**src/rtl/assert_macros.svh**
```systemverilog
// Assertion helpers for the decoder RTL, clocked on clock and held off in reset.
`ifndef ASSERT_MACROS_SVH
`define ASSERT_MACROS_SVH

// same-cycle implication
`define ASSERT_SAME(label, ante, cons) \
   label: assert property (@(posedge clock) disable iff (reset) (ante) |-> (cons)) \
      else $error("decoder assertion failed");

// next-cycle implication
`define ASSERT_NEXT(label, ante, cons) \
   label: assert property (@(posedge clock) disable iff (reset) (ante) |=> (cons)) \
      else $error("decoder assertion failed");

`endif

```
**src/rtl/bin_ad_pkg.sv**
```systemverilog
package bin_ad_pkg;

   localparam int unsigned RANGE_W    = 56;
   localparam int unsigned WORD_W     = 32;
   localparam int unsigned PROB_W     = 12;
   localparam int unsigned SCALE_SH   = 4;
   localparam int unsigned PROD_SH    = 8;
   localparam int unsigned PROD_W     = RANGE_W - SCALE_SH + PROB_W;
   localparam int unsigned TOP_LSB    = RANGE_W - WORD_W;
   localparam int unsigned REQ_DATA_W = 48;
   localparam int unsigned RSP_DATA_W = 16;

   typedef enum logic {
      KIND_DECODE = 1'b0,
      KIND_WORD   = 1'b1
   } kind_type;

   typedef struct packed {
      logic       order_error;
      logic       byte_done;
      logic [7:0] byte_value;
      logic       need_word;
      logic       bit_res;
   } rsp_fields_type;

endpackage

```
**src/rtl/binary_arithmetic_decoder_core.sv**
```systemverilog
// Binary arithmetic decoder core.
// Request channel (req_*): each request either decodes one bit (tuser = 0, probability of a
// one in tdata[11:0], in 4096ths) or supplies the next 32-bit code word (tuser = 1, word in
// tdata[43:12]). Every request yields exactly one response on rsp_*: the decoded bit, whether
// a word is owed before the next decode, a completed byte (MSB first) with its done flag, and
// an order error for a decode sent while a word is owed (such a decode is dropped).
// A request goes into one input register, then through the interval split (subtract, one
// 52x12 multiply, add and compare) into the response register.
// One request per clock while rsp_tready is high, set by the combinational interval update.
// When rsp_tready is low the response register holds and the input register can still take
// one more request; req_tready drops only when both are full.
// Reset (synchronous, active high) empties both registers, sets the interval to the full
// range, clears the code and byte state, and leaves two words owed to prime the code register.
`include "assert_macros.svh"

module binary_arithmetic_decoder_core
   import bin_ad_pkg::*;
(
   input  logic                  clock,
   input  logic                  reset,
   input  logic                  req_tvalid,
   output logic                  req_tready,
   input  logic                  req_tuser,  // kind
   input  logic [REQ_DATA_W-1:0] req_tdata,  // prob[11:0], word[43:12], zero[47:44]
   output logic                  rsp_tvalid,
   input  logic                  rsp_tready,
   // bit_res[0], need_word[1], byte_value[9:2], byte_done[10], order_error[11], zero[15:12]
   output logic [RSP_DATA_W-1:0] rsp_tdata
);

   logic                in_valid_ff;
   kind_type            kind_ff;
   logic [PROB_W-1:0]   prob_ff;
   logic [WORD_W-1:0]   word_ff;

   logic                rsp_valid_ff;
   rsp_fields_type      rsp_ff, rsp_in;

   logic [RANGE_W-1:0]  low_ff, low_in;
   logic [RANGE_W-1:0]  high_ff, high_in;
   logic [RANGE_W-1:0]  code_ff, code_in;
   logic [1:0]          owed_ff, owed_in;
   logic [6:0]          shift_ff, shift_in;
   logic [2:0]          count_ff, count_in;

   logic                advance;
   logic                owed;
   logic                decode_ok;
   logic                byte_end;
   logic                drop_decode;
   logic [RANGE_W-1:0]  diff;
   logic [PROD_W-1:0]   prod;
   logic [RANGE_W-1:0]  split;
   logic                bit_one;

   assign advance    = in_valid_ff && (!rsp_valid_ff || rsp_tready);
   assign req_tready = !in_valid_ff || advance;
   assign rsp_tvalid = rsp_valid_ff;
   assign rsp_tdata  = {{(RSP_DATA_W - $bits(rsp_fields_type)){1'b0}}, rsp_ff};

   assign owed        = (owed_ff != 2'd0);
   assign decode_ok   = (kind_ff == KIND_DECODE) && !owed;
   assign byte_end    = advance && decode_ok && (count_ff == 3'd7);
   assign drop_decode = advance && (kind_ff == KIND_DECODE) && owed;

   // interval split: low + (((high - low) >> 4) * prob) >> 8
   assign diff    = high_ff - low_ff;
   assign prod    = {{PROB_W{1'b0}}, diff[RANGE_W-1:SCALE_SH]}
                    * {{(PROD_W - PROB_W){1'b0}}, prob_ff};
   assign split   = low_ff + prod[PROD_SH +: RANGE_W];
   assign bit_one = (code_ff <= split);

   always_comb begin
      low_in   = low_ff;
      high_in  = high_ff;
      code_in  = code_ff;
      owed_in  = owed_ff;
      shift_in = shift_ff;
      count_in = count_ff;
      rsp_in   = '0;
      if (kind_ff == KIND_WORD) begin
         if (owed) begin
            low_in  = {low_ff[TOP_LSB-1:0], {WORD_W{1'b0}}};
            high_in = {high_ff[TOP_LSB-1:0], {WORD_W{1'b1}}};
            code_in = {code_ff[TOP_LSB-1:0], word_ff};
            owed_in = owed_ff - 2'd1;
         end
      end else if (owed) begin
         rsp_in.order_error = 1'b1;
      end else begin
         rsp_in.bit_res = bit_one;
         if (bit_one) begin
            high_in = split;
         end else begin
            low_in = split + {{(RANGE_W-1){1'b0}}, 1'b1};
         end
         if (low_in[RANGE_W-1:TOP_LSB] == high_in[RANGE_W-1:TOP_LSB]) begin
            owed_in = 2'd1;
         end
         if (count_ff == 3'd7) begin
            rsp_in.byte_value = {shift_ff, bit_one};
            rsp_in.byte_done  = 1'b1;
            shift_in          = '0;
            count_in          = '0;
         end else begin
            shift_in = {shift_ff[5:0], bit_one};
            count_in = count_ff + 3'd1;
         end
      end
      rsp_in.need_word = (owed_in != 2'd0);
   end

   always_ff @(posedge clock) begin
      if (reset) begin
         in_valid_ff <= 1'b0;
      end else if (req_tready) begin
         in_valid_ff <= req_tvalid;
      end
      if (req_tready && req_tvalid) begin
         kind_ff <= kind_type'(req_tuser);
         prob_ff <= req_tdata[PROB_W-1:0];
         word_ff <= req_tdata[PROB_W +: WORD_W];
      end
   end

   always_ff @(posedge clock) begin
      if (reset) begin
         rsp_valid_ff <= 1'b0;
      end else if (advance) begin
         rsp_valid_ff <= 1'b1;
      end else if (rsp_tready) begin
         rsp_valid_ff <= 1'b0;
      end
      if (advance) begin
         rsp_ff <= rsp_in;
      end
   end

   always_ff @(posedge clock) begin
      if (reset) begin
         low_ff   <= '0;
         high_ff  <= '1;
         code_ff  <= '0;
         owed_ff  <= 2'd2;
         shift_ff <= '0;
         count_ff <= '0;
      end else if (advance) begin
         low_ff   <= low_in;
         high_ff  <= high_in;
         code_ff  <= code_in;
         owed_ff  <= owed_in;
         shift_ff <= shift_in;
         count_ff <= count_in;
      end
   end

   // the interval never inverts
   `ASSERT_SAME(a_interval_order, 1'b1, low_ff <= high_ff)
   // the eighth decoded bit of a byte flags a completed byte
   `ASSERT_NEXT(a_byte_done, byte_end, rsp_valid_ff && rsp_ff.byte_done)
   // a dropped decode leaves the interval untouched
   `ASSERT_NEXT(a_error_holds, drop_decode, $stable(low_ff) && $stable(high_ff) && rsp_ff.order_error)
   // an empty input stage always takes a request
   `ASSERT_SAME(a_ready_when_empty, !in_valid_ff, req_tready)

endmodule

```
**config.mk**
```make
export PLATFORM = sky130hd
export DESIGN_NAME = binary_arithmetic_decoder_core
export DESIGN_NICKNAME = d
export VERILOG_FILES = /design/src/rtl/bin_ad_pkg.sv /design/src/rtl/binary_arithmetic_decoder_core.sv
export VERILOG_INCLUDE_DIRS = /design/src /design/src/rtl
export SDC_FILE = /design/constraint.sdc
export NUM_CORES = 2
export LEC_CHECK = 0
export BUFFER_PORTS_ARGS = -buffer_cell sky130_fd_sc_hd__buf_4
export CAP_MARGIN = 20
export CORE_AREA = 2 2 355 357
export DETAILED_ROUTE_END_ITERATION = 10
export DIE_AREA = 0 0 357 359
export PLACE_DENSITY = 0.47
export SKIP_CTS_REPAIR_TIMING = 1
export SLEW_MARGIN = 0
export SYNTH_ARGS = -nofsm -noshare
export SYNTH_HDL_FRONTEND = slang
export SYNTH_SLANG_ARGS = --single-unit
```
**constraint.sdc**
```tcl
create_clock -name clock -period 19.7 [get_ports clock]
set_clock_uncertainty 0.1 [all_clocks]
set_input_delay 1.97 -clock clock [delete_from_list [all_inputs] [get_ports clock]]
set_output_delay 1.97 -clock clock [all_outputs]
set_load 0.02 [all_outputs]
```
After elaboration in Yosys (flattened, before gate mapping)
Index checks and enable logic that the tools add are counted.
{ "classes": {"add_sub_neg": 5, "order_cmp": 1, "multipliers": 1, "bitwise": 3, "reduce_logical": 17, "eq_ne": 5, "mux": 22} }
{ "ops": {"columns": ["cell", "n"], "rows": [
  ["two-way mux 56 bit", 12],
  ["multiplier 52 x 12 -> 64 bit", 1],
  ["adder 56 x 1 -> 56 bit, second input constant", 1],
  ["adder 56 bit", 1],
  ["less-or-equal comparator 56 bit", 1],
  ["subtractor 56 bit", 1],
  ["== test 32 bit", 1],
  ["two-way mux 9 bit", 1],
  ["AND reduction 3 bit", 3],
  ["two-way mux 2 bit", 4],
  ["AND reduction 4 bit", 2],
  ["nonzero test 2 bit", 4],
  ["two-way mux 7 bit", 1],
  ["inequality test 2 bit, second input constant", 2],
  ["adder 3 x 1 -> 3 bit, second input constant", 1],
  ["== test 3 bit, second input constant", 1],
  ["two-way mux 1 bit", 3],
  ["two-way mux 3 bit", 1],
  ["inverter 1 bit", 3],
  ["OR reduction 3 bit", 1],
  ["logical AND 1 bit", 2],
  ["logical NOT 1 bit", 2],
  ["logical OR 1 bit", 2],
  ["inequality test 2 x 1 -> 1 bit, second input constant", 1],
  ["2 further kinds", 2]
]} }
{ "word_totals": {"in_bits": 53, "output_inout_bits": 18, "regBits": 239, "elab_cells": 72} }

Longest topological paths before layout
{ "logic_depth": {"ltp_word": 12, "ltp_mapped": 73, "mapped_depth_nobuf": 68} }

Least setup slack after synthesis
OpenSTA, ideal clock, no wires.
{ "synth_path": {"path_type": "register -> register", "start": "register low_ff[19]", "end": "register rsp_ff (netlist bit rsp_tdata[1]), data pin", "setup_ns": 0.259, "required_time_ns": 19.341, "synth_period_minus_slack_ns": 15.073, "slack_ns": 4.627, "path_buffers": 4, "t_arrival_ns": 14.714, "path_stages_with_launch": 70, "path_cell_list": "dfxtp_1 > inv_1 > ha_1 > a21o_1 > a21o_1 > a211o_1 > a221o_1 > a21o_1 > a311o_1 > a21oi_1 > nor2b_1 > o21a_1 > nor2_1 > nor2b_1 > nor2_1 > nor2b_1 > nor2_1 > xnor2_1 > [34 not listed] > or4b_2 > clkbuf_1 > ha_1 > nand2_1 > or2_2 > inv_1 > nand3_1 > or3_1 > or4_1 > or3_1 > a21boi_1 > buf_2 > mux2i_1 > xnor2_1 > and4_1 > nand4_1 > nor3_1 > a211o_1"} }
{ "synth_rtl": {"columns": ["item", "line", "source"], "rows": [
  ["from (decl)", "binary_arithmetic_decoder_core.sv:39", "logic [RANGE_W-1:0] low_ff, low_in;"],
  ["from (signal assigned)", "binary_arithmetic_decoder_core.sv:148", "low_ff <= low_in;"],
  ["to (signal assigned)", "binary_arithmetic_decoder_core.sv:135", "rsp_ff <= rsp_in;"],
  ["to (decl)", "binary_arithmetic_decoder_core.sv:37", "rsp_fields_type rsp_ff, rsp_in;"]
]} }

==> flow_summary.yaml <==
yosys:
  synth_simple_gate_area_share_pct: 20.8
  synth-edff-count: 57
  synthFlopType: "dfxtp_1"
  synth-xor-area-share_pct: 5.03
  synthDistinctLibCells: 99
  synth-adder-area-share_pct: 36.4
  netlist_instances: 4512
  synth_top_family_by_area: "adder cells"
  seq_area_frac_synth_pct: 14.5
  yosysWarnings: 0
  avgSynthCellArea_um2: 8.21
  synth_compound_area_share_pct: 14.0
  async_flop_share_pct: 0
  synth_area_um2: 37000
  synth_mux_area_share_pct: 0.162
  synth_seq_cells: 239
worst_setup_path:
  crit_fanout: 24
  slowest_stage: "or4b_2"
  crit_path_max_incr_delay_ns: 0.86
  worst_ep_required_time_ns: 20.06
  cp_num_cells: 67
  critical_path_class: "register to register"
  reg2reg_depth: 67
  cp.buffers_inverters: 7
  end_kind: "register"
  crit_family: "compound AO/OA/AOI/OAI gates"
  crit_arrival_ns: 18.38
  start_kind: "register"
layout:
  layoutNonFillerInstCount: 6145
  area_growth_pct: 9.01
  antenna_cells: 0
  nNetsFinal: 5302
  drive_gt1_share_pct: 5.98
hold_path:
  hp-class: "register to register"
  holdPathStages: 2
detailed_routing:
  vias: 31000
  drtAntennaViolNets: 0
  wl_per_cell_um: 19.7
  wl_um: 121000
  drt_first_pass_iters: 8
  viasPerCell: 5.04
  drc_errors: 0
  drtIter0Drc: 1970
die:
  start_util_pct: 29.7
  placementRows: 130
  io_pins: 71
  dieWidth_um: 357
  die_h_um: 359
  core_area_um2: 125000
  dieArea_um2: 128000
timing:
  hold_viol: 0
  worst_slew_pin_slew_ns: 1.13
  report.final.slew_viol_count: 0
  setup_violations: 0
  tns_ns: 0
  max_slew_margin_pct: 23.7
  holdWs_ns: 0.358
  fin_crit_sh_pct: 91.5
  rsz0062_at_grt: "false"
  fmax_mhz: 55.5
  period_needed_ns: 18.02
cts:
  htreeDepth: 1
  cts.path.max_buffers: 3
  clk_pin_slew_ns: 0.06
  numCtsBuffers: 29
  clk_latency_ns: 0.59
  root_buffer: "clkbuf_16"
  clock-sinks: 239
  cts_tree: "done"
placement:
  gp_congestion: 0.952
  dp_hpwl_um: 97500
  io_buffers: 62
  placed_cells: 6091
grt:
  grt_use_total_pct: 19.0
  grt_overflow: 0
  antenna_found_initial: 1
  grt_pass1_wl_um: 191000
  grt_max_degree: 113
  grt_pass1_vias: 31700
outcome:
  run_status: "finished clean"
run:
  drv_cap: 0
## cell usage in the layout, fill, tap and decap left out, types with 47 or more instances in the layout
cell type and n:
nand2_1 719, inv_1 650, fa_1 500, ha_1 276
a21oi_1 262, nor2_1 218, and2_1 193, dfxtp_1 182
buf_4 164, xnor2_1 146, o21ai_0 111, nor3_1 97
a21o_1 82, nand2b_1 62, nand4_1 60, edfxtp_1 57
nand3_1 53, nor2b_1 47
## synthesized netlist by cell type (7+ instances only)
| master | instances | area (µm²) |
|---|---|---|
| a211o_1 | 11 | 96.3 |
| inv_1 | 650 | 2440 |
| nor3_1 | 97 | 485 |
| o22ai_1 | 46 | 288 |
| nor4b_1 | 7 | 61.3 |
| a221oi_1 | 24 | 210 |
| o211ai_1 | 18 | 135 |
| a2111oi_0 | 13 | 114 |
| ha_1 | 276 | 3450 |
| and4_1 | 15 | 131 |
| a21oi_1 | 262 | 1310 |
| o21ai_1 | 12 | 60.1 |
| nand3_1 | 54 | 270 |
| nor2_1 | 219 | 822 |
| and2_1 | 194 | 1210 |
| a211oi_1 | 20 | 150 |
| o21bai_1 | 15 | 113 |
| or4_1 | 11 | 82.6 |
| xnor2_1 | 148 | 1300 |
| a21o_1 | 82 | 616 |
| buf_2 | 30 | 150 |
| or2_2 | 9 | 56.3 |
| dfxtp_1 | 182 | 3640 |
| a22oi_1 | 20 | 150 |
| a31oi_1 | 17 | 106 |
| xor2_1 | 46 | 403 |
| o31a_1 | 11 | 96.3 |
| nand2_1 | 719 | 2700 |
| clkbuf_1 | 183 | 687 |
| fa_1 | 500 | 10000 |
| edfxtp_1 | 57 | 1710 |
| o31ai_1 | 15 | 113 |
| o21ai_0 | 111 | 556 |
| nand2b_1 | 62 | 388 |
| nor4_1 | 11 | 68.8 |
| nand4_1 | 60 | 375 |
| and3_1 | 24 | 150 |
| o21a_1 | 36 | 270 |
| buf_1 | 20 | 75.1 |
| or3_1 | 23 | 144 |
| nor2b_1 | 47 | 294 |
| a221o_1 | 8 | 80.1 |
| a31o_2 | 10 | 87.6 |
| nor3b_1 | 15 | 113 |
## area by class of cell
type	count	area, µm²
fill	13400	84200
multi-input combinational	3382	28300
clock inverter	10	90.1
inverter	655	2460
timing repair buffer	166	1250
tap	1650	2060
clock buffer	43	828
sequential	239	5360
## per-layer routing
layer / vias up / GRT usage [%] / share of wire [%]
li1: 14700 / - / -
met1: 15500 / 27.3 / 47
met2: 705 / 30.7 / 46
met3: 132 / 1.54 / 4.3
met4: 2 / 4.73 / 2.7
met5: - / 0 / 0.0083
## flip-flops by register name (all words and copies together) (netlist names)
name,count
high_ff,56
owed_ff,2
code_ff,56
count_ff,3
rsp_tvalid,1
shift_ff,7
rsp_tdata,12
low_ff,56
kind_ff,1
prob_ff,12
word_ff,32
in_valid_ff,1
## cell families after synthesis
| group | Yosys count |
|---|---|
| other cells | 1 |
| fa+ha+maj | 776 |
| buf+inv | 894 |
| xor+xnor | 202 |
| compound gates | 796 |
| mux | 6 |
| simple gates | 1598 |
| flops | 239 |
## per-stage QoR
step,util (%),setup WS [ns],instance area (µm²)
4_1_cts,32.4,1.53,40400
2_1_floorplan,-,4.63,37000
3_3_place_gp,31.6,1.72,39400
5_1_grt,32.4,0.489,40400
3_5_place_dp,31.7,1.60,39400
6_report,32.4,1.68,40400
## final timing paths
| check | startpoint | to | slack, ns |
|---|---|---|---|
| worst max-delay path | low_ff[1] | rsp_tdata[1] | 1.68 |
| worst min register to register | count_ff[2] | count_ff[2] | 0.36 |
| worst max register to register | low_ff[1] | rsp_tdata[1] | 1.68 |
| worst min-delay path | count_ff[2] | count_ff[2] | 0.36 |
## worst register-to-register path, delay by kind of cell, from the launching register on
kind            cells  cell delay, ns
fa+ha+maj           9            3.96
flops               1            0.54
xor+xnor            3            0.49
compound gates     24            6.19
buf+inv             7            0.96
simple gates       23            5.29
mux                 1            0.35
Power is not shown: default switching activity piles up to over one toggle a cycle in this logic, so the estimate is an artifact.
